==> src/sv/assert_macros.svh <==
// Assertion macros used by the core RTL file.
`ifndef ASSERT_MACROS_SVH
`define ASSERT_MACROS_SVH
`ifndef SYNTHESIS
`define ASSERT_IMP(lbl, ante, cons) \
  lbl: assert property (@(posedge clk_i) disable iff (!rst_ni) (ante) |-> (cons)) \
    else $error("assertion failed");
`define ASSERT_NXT(lbl, ante, cons) \
  lbl: assert property (@(posedge clk_i) disable iff (!rst_ni) (ante) |=> (cons)) \
    else $error("assertion failed");
`else
`define ASSERT_IMP(lbl, ante, cons)
`define ASSERT_NXT(lbl, ante, cons)
`endif
`endif

==> src/sv/gsem_pkg.sv <==
// Types and constants of the single-edge map block.
`timescale 1ns / 1ps
package gsem_pkg;

  localparam int unsigned DATA_W = 16;
  localparam int unsigned IDX_W  = 16;
  localparam int unsigned QUOT_W = DATA_W + 1;
  localparam int unsigned STEP_W = 5;

  localparam logic [STEP_W-1:0] STEPS_MOD  = 5'd16;
  localparam logic [STEP_W-1:0] STEPS_FRAC = 5'd17;

  typedef enum logic [1:0] {
    OP_LOAD  = 2'd0,
    OP_READ  = 2'd1,
    OP_CLEAR = 2'd2
  } op_e;

  typedef enum logic [2:0] {
    ST_CLEAR,
    ST_IDLE,
    ST_PREP,
    ST_MOD,
    ST_FETCH,
    ST_START,
    ST_DIV,
    ST_FINISH
  } state_e;

  typedef struct packed {
    logic              start;
    logic              mode_mod;
    logic [DATA_W-1:0] num;
    logic [DATA_W-1:0] den;
  } div_req_t;

  typedef struct packed {
    logic              busy;
    logic              done;
    logic [QUOT_W-1:0] quot;
    logic [DATA_W-1:0] rem;
  } div_rsp_t;

endpackage

==> src/sv/gsem_div.sv <==
// Shared radix-2 restoring divider: Q1.16 fraction or 16-bit remainder.
`timescale 1ns / 1ps
module gsem_div import gsem_pkg::*; (
  input  logic     clk_i,
  input  logic     rst_ni,
  input  div_req_t req_i,
  output div_rsp_t rsp_o
);

  logic              busy_q, done_q, first_q;
  logic [STEP_W-1:0] cnt_q;
  logic [DATA_W-1:0] r_q, sh_q, den_q;
  logic [QUOT_W-1:0] q_q;

  logic [DATA_W:0]   trial, diff;
  logic              ge;
  logic [DATA_W-1:0] r_d;

  always_comb begin
    trial = first_q ? {1'b0, r_q} : {r_q, sh_q[DATA_W-1]};
    diff  = trial - {1'b0, den_q};
    ge    = trial >= {1'b0, den_q};
    r_d   = ge ? diff[DATA_W-1:0] : trial[DATA_W-1:0];
  end

  always_ff @(posedge clk_i or negedge rst_ni) begin
    if (!rst_ni) begin
      busy_q  <= 1'b0;
      done_q  <= 1'b0;
      first_q <= 1'b0;
      cnt_q   <= '0;
    end else begin
      done_q <= 1'b0;
      if (req_i.start) begin
        busy_q  <= 1'b1;
        first_q <= !req_i.mode_mod;
        cnt_q   <= req_i.mode_mod ? STEPS_MOD : STEPS_FRAC;
      end else if (busy_q) begin
        first_q <= 1'b0;
        cnt_q   <= cnt_q - 1'b1;
        if (cnt_q == STEP_W'(1)) begin
          busy_q <= 1'b0;
          done_q <= 1'b1;
        end
      end
    end
  end

  always_ff @(posedge clk_i) begin
    if (req_i.start) begin
      r_q   <= req_i.mode_mod ? '0 : req_i.num;
      sh_q  <= req_i.mode_mod ? req_i.num : '0;
      den_q <= req_i.den;
      q_q   <= '0;
    end else if (busy_q) begin
      r_q  <= r_d;
      sh_q <= {sh_q[DATA_W-2:0], 1'b0};
      q_q  <= {q_q[QUOT_W-2:0], ge};
    end
  end

  assign rsp_o.busy = busy_q;
  assign rsp_o.done = done_q;
  assign rsp_o.quot = q_q;
  assign rsp_o.rem  = r_q;

endmodule

==> config.mk <==
export PLATFORM = sky130hd
export DESIGN_NAME = gsem_div
export DESIGN_NICKNAME = d
export VERILOG_FILES = /design/src/sv/assert_macros.svh /design/src/sv/gsem_pkg.sv /design/src/sv/gsem_div.sv
export SDC_FILE = /design/constraint.sdc
export NUM_CORES = 1
export LEC_CHECK = 0
export ABC_AREA = 0
export BUFFER_PORTS_ARGS = -buffer_cell sky130_fd_sc_hd__buf_2
export CAP_MARGIN = 20
export CORE_ASPECT_RATIO = 2
export CORE_MARGIN = 8
export CORE_UTILIZATION = 60
export CTS_CLUSTER_SIZE = 25
export DETAILED_ROUTE_END_ITERATION = 12
export GPL_ROUTABILITY_DRIVEN = 0
export GPL_TIMING_DRIVEN = 0
export PLACE_DENSITY = 0.85
export SETUP_SLACK_MARGIN = 0.15
export SLEW_MARGIN = 10
export SYNTH_ARGS = -nofsm -noshare
export SYNTH_HDL_FRONTEND = slang
export SYNTH_SLANG_ARGS = --single-unit
==> constraint.sdc <==
create_clock -name clk_i -period 7.1 [get_ports clk_i]
set_input_delay 0 -clock clk_i [delete_from_list [all_inputs] [get_ports clk_i]]
set_output_delay 0 -clock clk_i [all_outputs]
set_load 0.05 [all_outputs]
; ---- Word-level counts from Yosys, hierarchy flattened
; Cells that the tools add are included.
[op_classes]
addsub = 2
n_mul = 0
div_mod_pow = 0
magnitude_cmp = 1
eq_ne = 1
n_shift = 0
n_mux = 19
n_bitwise = 0
n_reduce_logical = 2
[op_table]
columns = op, n
row1 = 16-bit two-way mux, 7
row2 = 17-bit by 16-bit >= comparator with 1-bit output, 1
row3 = 17-bit two-way mux, 1
row4 = 16-bit subtractor, 1
row5 = 5-bit two-way mux, 2
row6 = 1-bit two-way mux, 9
row7 = "5-bit by 1-bit equality test with 1-bit output, second input constant", 1
row8 = "5-bit by 1-bit subtractor with 5-bit output, second input constant", 1
row9 = 2-bit nonzero test, 1
row10 = 1-bit zero test, 1
[word_totals]
reg_bits = 73
latch_bits = 0
ram_bits = 0
mem_bits_ro = 0
inputBits = 36
wordCells = 33
mem_count = 0

; ---- Logic depth before layout (Yosys ltp)
[depth]
ltp_word = 5
depth_mapped = 13
ltp_nobuf = 11

; ---- Worst setup path before layout
; Ideal clock, no wire load.
[synth_timing]
path_type = register to register
start = reg first_q
end = reg r_q[10], data pin
setup_time_ps = 261
arrival_ps = 2913
t_required_ps = 6839
slack_ps = 3926
stages_incl_launch_ff = 13
n_path_buf = 2
cell_sequence = dfrtp_1 -> buf_2 -> buf_1 -> mux2i_1 -> ha_1 -> inv_1 -> fa_1 -> a21o_1 -> a221oi_2 -> o21ai_0 -> xnor2_1 -> nor3_1 -> a311o_1
[synth_via]
elab_chain_cells = 5
elab_cells_between_ends = 6
classes_between = 1 x add/sub / 1 x order compare / 4 x mux
[synth_lines]
columns = element, line_no
row1 = "start, declared", gsem_div.sv:10  ; logic busy_q, done_q, first_q;
row2 = "start signal, assigned", gsem_div.sv:36  ; first_q <= !req_i.mode_mod;
row3 = 17-bit two-way mux *, gsem_div.sv:20  ; trial = first_q ? {1'b0, r_q} : {r_q, sh_q[DATA_W-1]};
row4 = 16-bit subtractor / 17-bit by 16-bit >= comparator with 1-bit output (equally long branches), "gsem_div.sv:21, gsem_div.sv:22"
row5 = 16-bit two-way mux *, gsem_div.sv:23  ; r_d = ge ? diff[DATA_W-1:0] : trial[DATA_W-1:0];
row6 = 16-bit two-way mux *, gsem_div.sv:55  ; end else if (busy_q) begin
row7 = 16-bit two-way mux *, gsem_div.sv:50  ; if (req_i.start) begin
row8 = "end signal, assigned", gsem_div.sv:51  ; r_q <= req_i.mode_mod ? '0 : req_i.num;
row9 = "end signal, assigned", gsem_div.sv:56  ; r_q <= r_d;
row10 = "end, declared", gsem_div.sv:12  ; logic [DATA_W-1:0] r_q, sh_q, den_q;
; Mark *: on every way between the ends. The rest lies on a longest branch, timed or not. The select of a mux whose other input is x is not followed.
; A chain may end at the register's enable or synchronous reset.

; ---- Final worst setup path
; Ends and elaborated chain as after synthesis.

==> summary.txt <==
Outcome
  • Result of the run: completed

Floorplan
  • Chip Height: 130 microns
  • Io pins: 71
  • Die area: 9550 sq um
  • CORE AREA: 6460 sq um
  • Width of the chip: 73.2 microns
  • Number of cell rows: 42
  • Initial core utilization: 60.8%

CTS
  • Clock tree root driver cell: sky130_fd_sc_hd__clkbuf_16
  • Number of buffers on the longest clock path: 2
  • Htree depth: 3
  • Source-to-sink clock delay at the later pin of the worst-skew pair: 0.33 ns
  • Total clock sinks: 73
  • Inserted Clock Buffers: 9
  • Post-CTS sizing: 0
  • CTS tree: done
  • Clk pin slew, worst setup/hold paths: 0.06 ns

Yosys
  • Post-synth top cells: sky130_fd_sc_hd__edfxtp_1 (48), sky130_fd_sc_hd__mux2i_1 (28), sky130_fd_sc_hd__nor2_1 (28), sky130_fd_sc_hd__inv_1 (23), sky130_fd_sc_hd__a21oi_1 (20)
  • Most frequent cell after synthesis: sky130_fd_sc_hd__edfxtp_1
  • Post-synthesis instance total: 345
  • Number of distinct library cells after synthesis: 53
  • Post-synthesis sequential area ratio: 50.4%
  • Library cell occupying the most area in the post-synthesis netlist: sky130_fd_sc_hd__edfxtp_1
  • Top post-synthesis cells by area: sky130_fd_sc_hd__edfxtp_1 (37%), sky130_fd_sc_hd__dfxtp_1 (8.7%), sky130_fd_sc_hd__mux2i_1 (7.1%)
  • Warnings, synthesis: 0
  • Mean cell area of the mapped netlist: 11.4 sq um
  • Number of nets in the synthesized netlist: 400
  • Yosys reg bits: 73
  • Top FF cell, synth: sky130_fd_sc_hd__edfxtp_1
  • Proportion of register bits with asynchronous set or reset after synthesis: 11.0%
  • Combined area of all synthesized cells: 3930 sq um
  • Number of enable flip-flop cells after synthesis: 48
  • Share of the synthesized area in the top cell type: 36.7%

Detailed routing
  • 1st-iter DRT viols: 192
  • Number of optimization iterations in the first detailed-route pass: 5
  • Antenna Violating Nets Remaining: 0
  • Detailed-route via count: 3,145
  • Total Wirelength: 9830 microns
  • DR DRC count: 0
  • Detailed-route wire length per cell: 17.8 microns
  • Number of vias per cell after detailed routing: 5.70

Power and ir drop
  • Net switching power of the design: 0.000835 W
  • Share of total power in combinational logic: 48.2%
  • Power density of the placed cells: 412 nW/um^2
  • Internal Dissipation: 0.00123 W
  • Portion of total power attributed to the clock network: 21.5%
  • Leakage dissipation: 2.35 nW
  • Maximum VDD drop: 0.000281 V
  • Switching share of power: 40.3%
  • Sequential power share: 30.2%

Cells and area
  • Area growth from synthesis to layout: 27.7%
  • Fill cell total of the finished layout: 408
  • Cell area after layout: 5020 sq um
  • Share of post-route cells with drive strength above 1: 25.0%
  • Net total in the final layout: 514
  • Number of antenna repair diodes: 0

Critical path
  • Worst reg2reg path depth: 12
  • Max stage delay cell, worst path: sky130_fd_sc_hd__buf_1
  • Stage delay of the slowest cell on the critical path: 0.49 ns
  • Total buffers and inverters traversed by the critical path: 3
  • Critical Setup Path Class: register to register
  • Launch instance of the worst register-to-register path: first_q
  • Cell class contributing the biggest share of worst-path delay: compound AO/OA/AOI/OAI gates
  • Type of element capturing the critical path: register
  • Required time at the worst-slack endpoint: 7.18 ns
  • Largest driver fanout on the critical path: 10
  • Worst setup SP type: register
  • Ordered list of cells on the worst path: buf_2, buf_1, mux2i_1, ha_1, inv_1, fa_1, a21o_1, a221oi_2, o21ai_0, xnor2_1, nor3_1, a311o_1
  • Endpoint of the worst register-to-register path: r_q[10]
  • Setup slack, reg-to-reg: 3.40 ns
  • Arrival time of data at the critical path endpoint: 3.79 ns

Placed design
  • Placed Area: 4390 sq um
  • HPWL Detailed: 6750 microns
  • # port buffers: 70

STA
  • Upper clock frequency limit: 0.270 GHz
  • Worst-case headroom to the max-slew limit: 50.0%
  • Minimum clock period after layout: 3.70 ns
  • Share of the clock period used by the worst path: 52.2%
  • Transition time at the pin with the least slew margin: 0.749 ns
  • Smallest hold slack: 0.0546 ns
  • Final clock skew: 0.00836 ns
  • Count of final hold-check violations: 0
  • Fin. max-slew vios: 0
  • Setup TNS: 0 ns
  • RSZ-0062 raised after global routing: false
  • Final count of negative-setup-slack endpoints: 0

Job
  • Max-capacitance violation count: 0

Global routing
  • Initial antenna violation count: 0
  • Global-route wire length before repair: 15,800 microns
  • Vias in the first global route: 3,281
  • Global router's overall resource usage: 21.8%
  • Congestion Overflow GR: 0
  • Maximum number of pins on one net before global-route repair: 34

Min path
  • Path type of the worst min-delay path: input pin to asynchronous set/reset pin
[cell usage in the layout (no fill, tap or decap), types with 3 or more instances in the layout]
cell / instances
sky130_fd_sc_hd__a21o_1: 5
sky130_fd_sc_hd__clkbuf_16: 9
sky130_fd_sc_hd__buf_1: 4
sky130_fd_sc_hd__a31oi_1: 3
sky130_fd_sc_hd__a211oi_1: 3
sky130_fd_sc_hd__o31ai_1: 5
sky130_fd_sc_hd__o21ai_1: 6
sky130_fd_sc_hd__nand2_1: 19
sky130_fd_sc_hd__dlygate4sd3_1: 33
sky130_fd_sc_hd__edfxtp_1: 48
sky130_fd_sc_hd__a32oi_1: 3
sky130_fd_sc_hd__nor3_1: 5
sky130_fd_sc_hd__dfxtp_1: 17
sky130_fd_sc_hd__inv_1: 23
sky130_fd_sc_hd__mux2_2: 15
sky130_fd_sc_hd__buf_2: 72
sky130_fd_sc_hd__nand3_1: 4
sky130_fd_sc_hd__mux2i_1: 28
sky130_fd_sc_hd__dfrtp_1: 8
sky130_fd_sc_hd__nor2_1: 28
sky130_fd_sc_hd__xor2_1: 6
sky130_fd_sc_hd__clkbuf_1: 9
sky130_fd_sc_hd__a21oi_1: 20
sky130_fd_sc_hd__o21ai_0: 4
sky130_fd_sc_hd__and3_1: 3
sky130_fd_sc_hd__ha_1: 18
sky130_fd_sc_hd__a22o_1: 15
sky130_fd_sc_hd__xnor2_1: 12
[through the flow]
step | utilization (%) | setup slack [ns] | total power [W] | std cells
final | 77.7 | 3.40 | 0.00207 | 552
after global placement | 67.9 | 3.51 | 0.00155 | 503
after CTS | 77.7 | 3.41 | 0.00206 | 552
after detailed placement | 67.9 | 3.45 | 0.00160 | 503
after global routing | 77.7 | 3.10 | 0.00218 | 552
after floorplan | - | 3.93 | 0.00139 | 345
[power by group through the flow]
stage	logic, W	registers [W]	clock network [W]
floorplan	0.000606	0.000784	0
global placement	0.000931	0.000623	0
detailed placement	0.000967	0.000629	0
CTS	0.000989	0.000622	0.000453
global route	0.00108	0.000635	0.000465
finish	0.000998	0.000626	0.000446
[per-layer routing]
metal,share of wire (%),track usage [%],up-vias
met2,53,39.0,130
met1,38,23.1,1499
li1,-,-,1496
met5,0,0,-
met4,2.7,10.5,0
met3,6.2,5.12,20
[what timing repair did]
| action | 4_1_cts | 5_1_grt |
|---|---|---|
| hold endpoints to repair | 46 | 0 |
| hold buffers | 33 | 0 |
| buffers inserted | 0 | 0 |
[how the worst max path moves through the flow]
stage | start | end | slack (ns) | cells after the start
6_report | first_q | r_q[10] | 3.40 | 12
5_1_grt | first_q | r_q[10] | 3.10 | 12
4_1_cts | first_q | r_q[14] | 3.41 | 13
3_5_place_dp | first_q | r_q[10] | 3.45 | 12
3_3_place_gp | first_q | r_q[10] | 3.51 | 12
2_1_floorplan | first_q | r_q[10] | 3.93 | 12
[flip-flops by register name, summed over array words and instances, names as in the netlist]
register	flops
done_q	1
busy_q	1
den_q	16
sh_q	16
first_q	1
cnt_q	5
r_q	16
q_q	17
[worst reg2reg max path, stage by stage, from the launching register on]
cell and delay, ns:
sky130_fd_sc_hd__dfrtp_1 0.32, sky130_fd_sc_hd__buf_2 0.21, sky130_fd_sc_hd__buf_1 0.49, sky130_fd_sc_hd__mux2i_1 0.34, sky130_fd_sc_hd__ha_1 0.21, sky130_fd_sc_hd__inv_1 0.05, sky130_fd_sc_hd__fa_1 0.40, sky130_fd_sc_hd__a21o_1 0.23
sky130_fd_sc_hd__a221oi_2 0.39, sky130_fd_sc_hd__o21ai_0 0.23, sky130_fd_sc_hd__xnor2_1 0.18, sky130_fd_sc_hd__nor3_1 0.07, sky130_fd_sc_hd__a311o_1 0.34
[area by class of cell]
cell class / count / area (sq um) / share of cell area (%)
clock inverter: 5 / 55.1 / 1.10
tap: 88 / 110 / 2.19
buffer: 18 / 92.6 / 1.84
clock buffer: 11 / 243 / 4.84
inverter: 24 / 90.1 / 1.79
sequential: 73 / 1980 / 39.5
timing repair buffer: 103 / 681 / 13.6
multi-input combinational: 230 / 1770 / 35.2
[kinds of logic after synthesis]
kind of cell,after synthesis,share of synthesized area (%)
AOI/OAI and AO/OA,80,15.1
xor gates and xnor gates,18,4.01
adders and majority gates,19,6.24
buffers and inverters,42,4.65
DFF,73,50.4
muxes,43,11.4
and+or+nand+nor,70,8.21
Note: power is estimated with default switching activity, not from simulation.
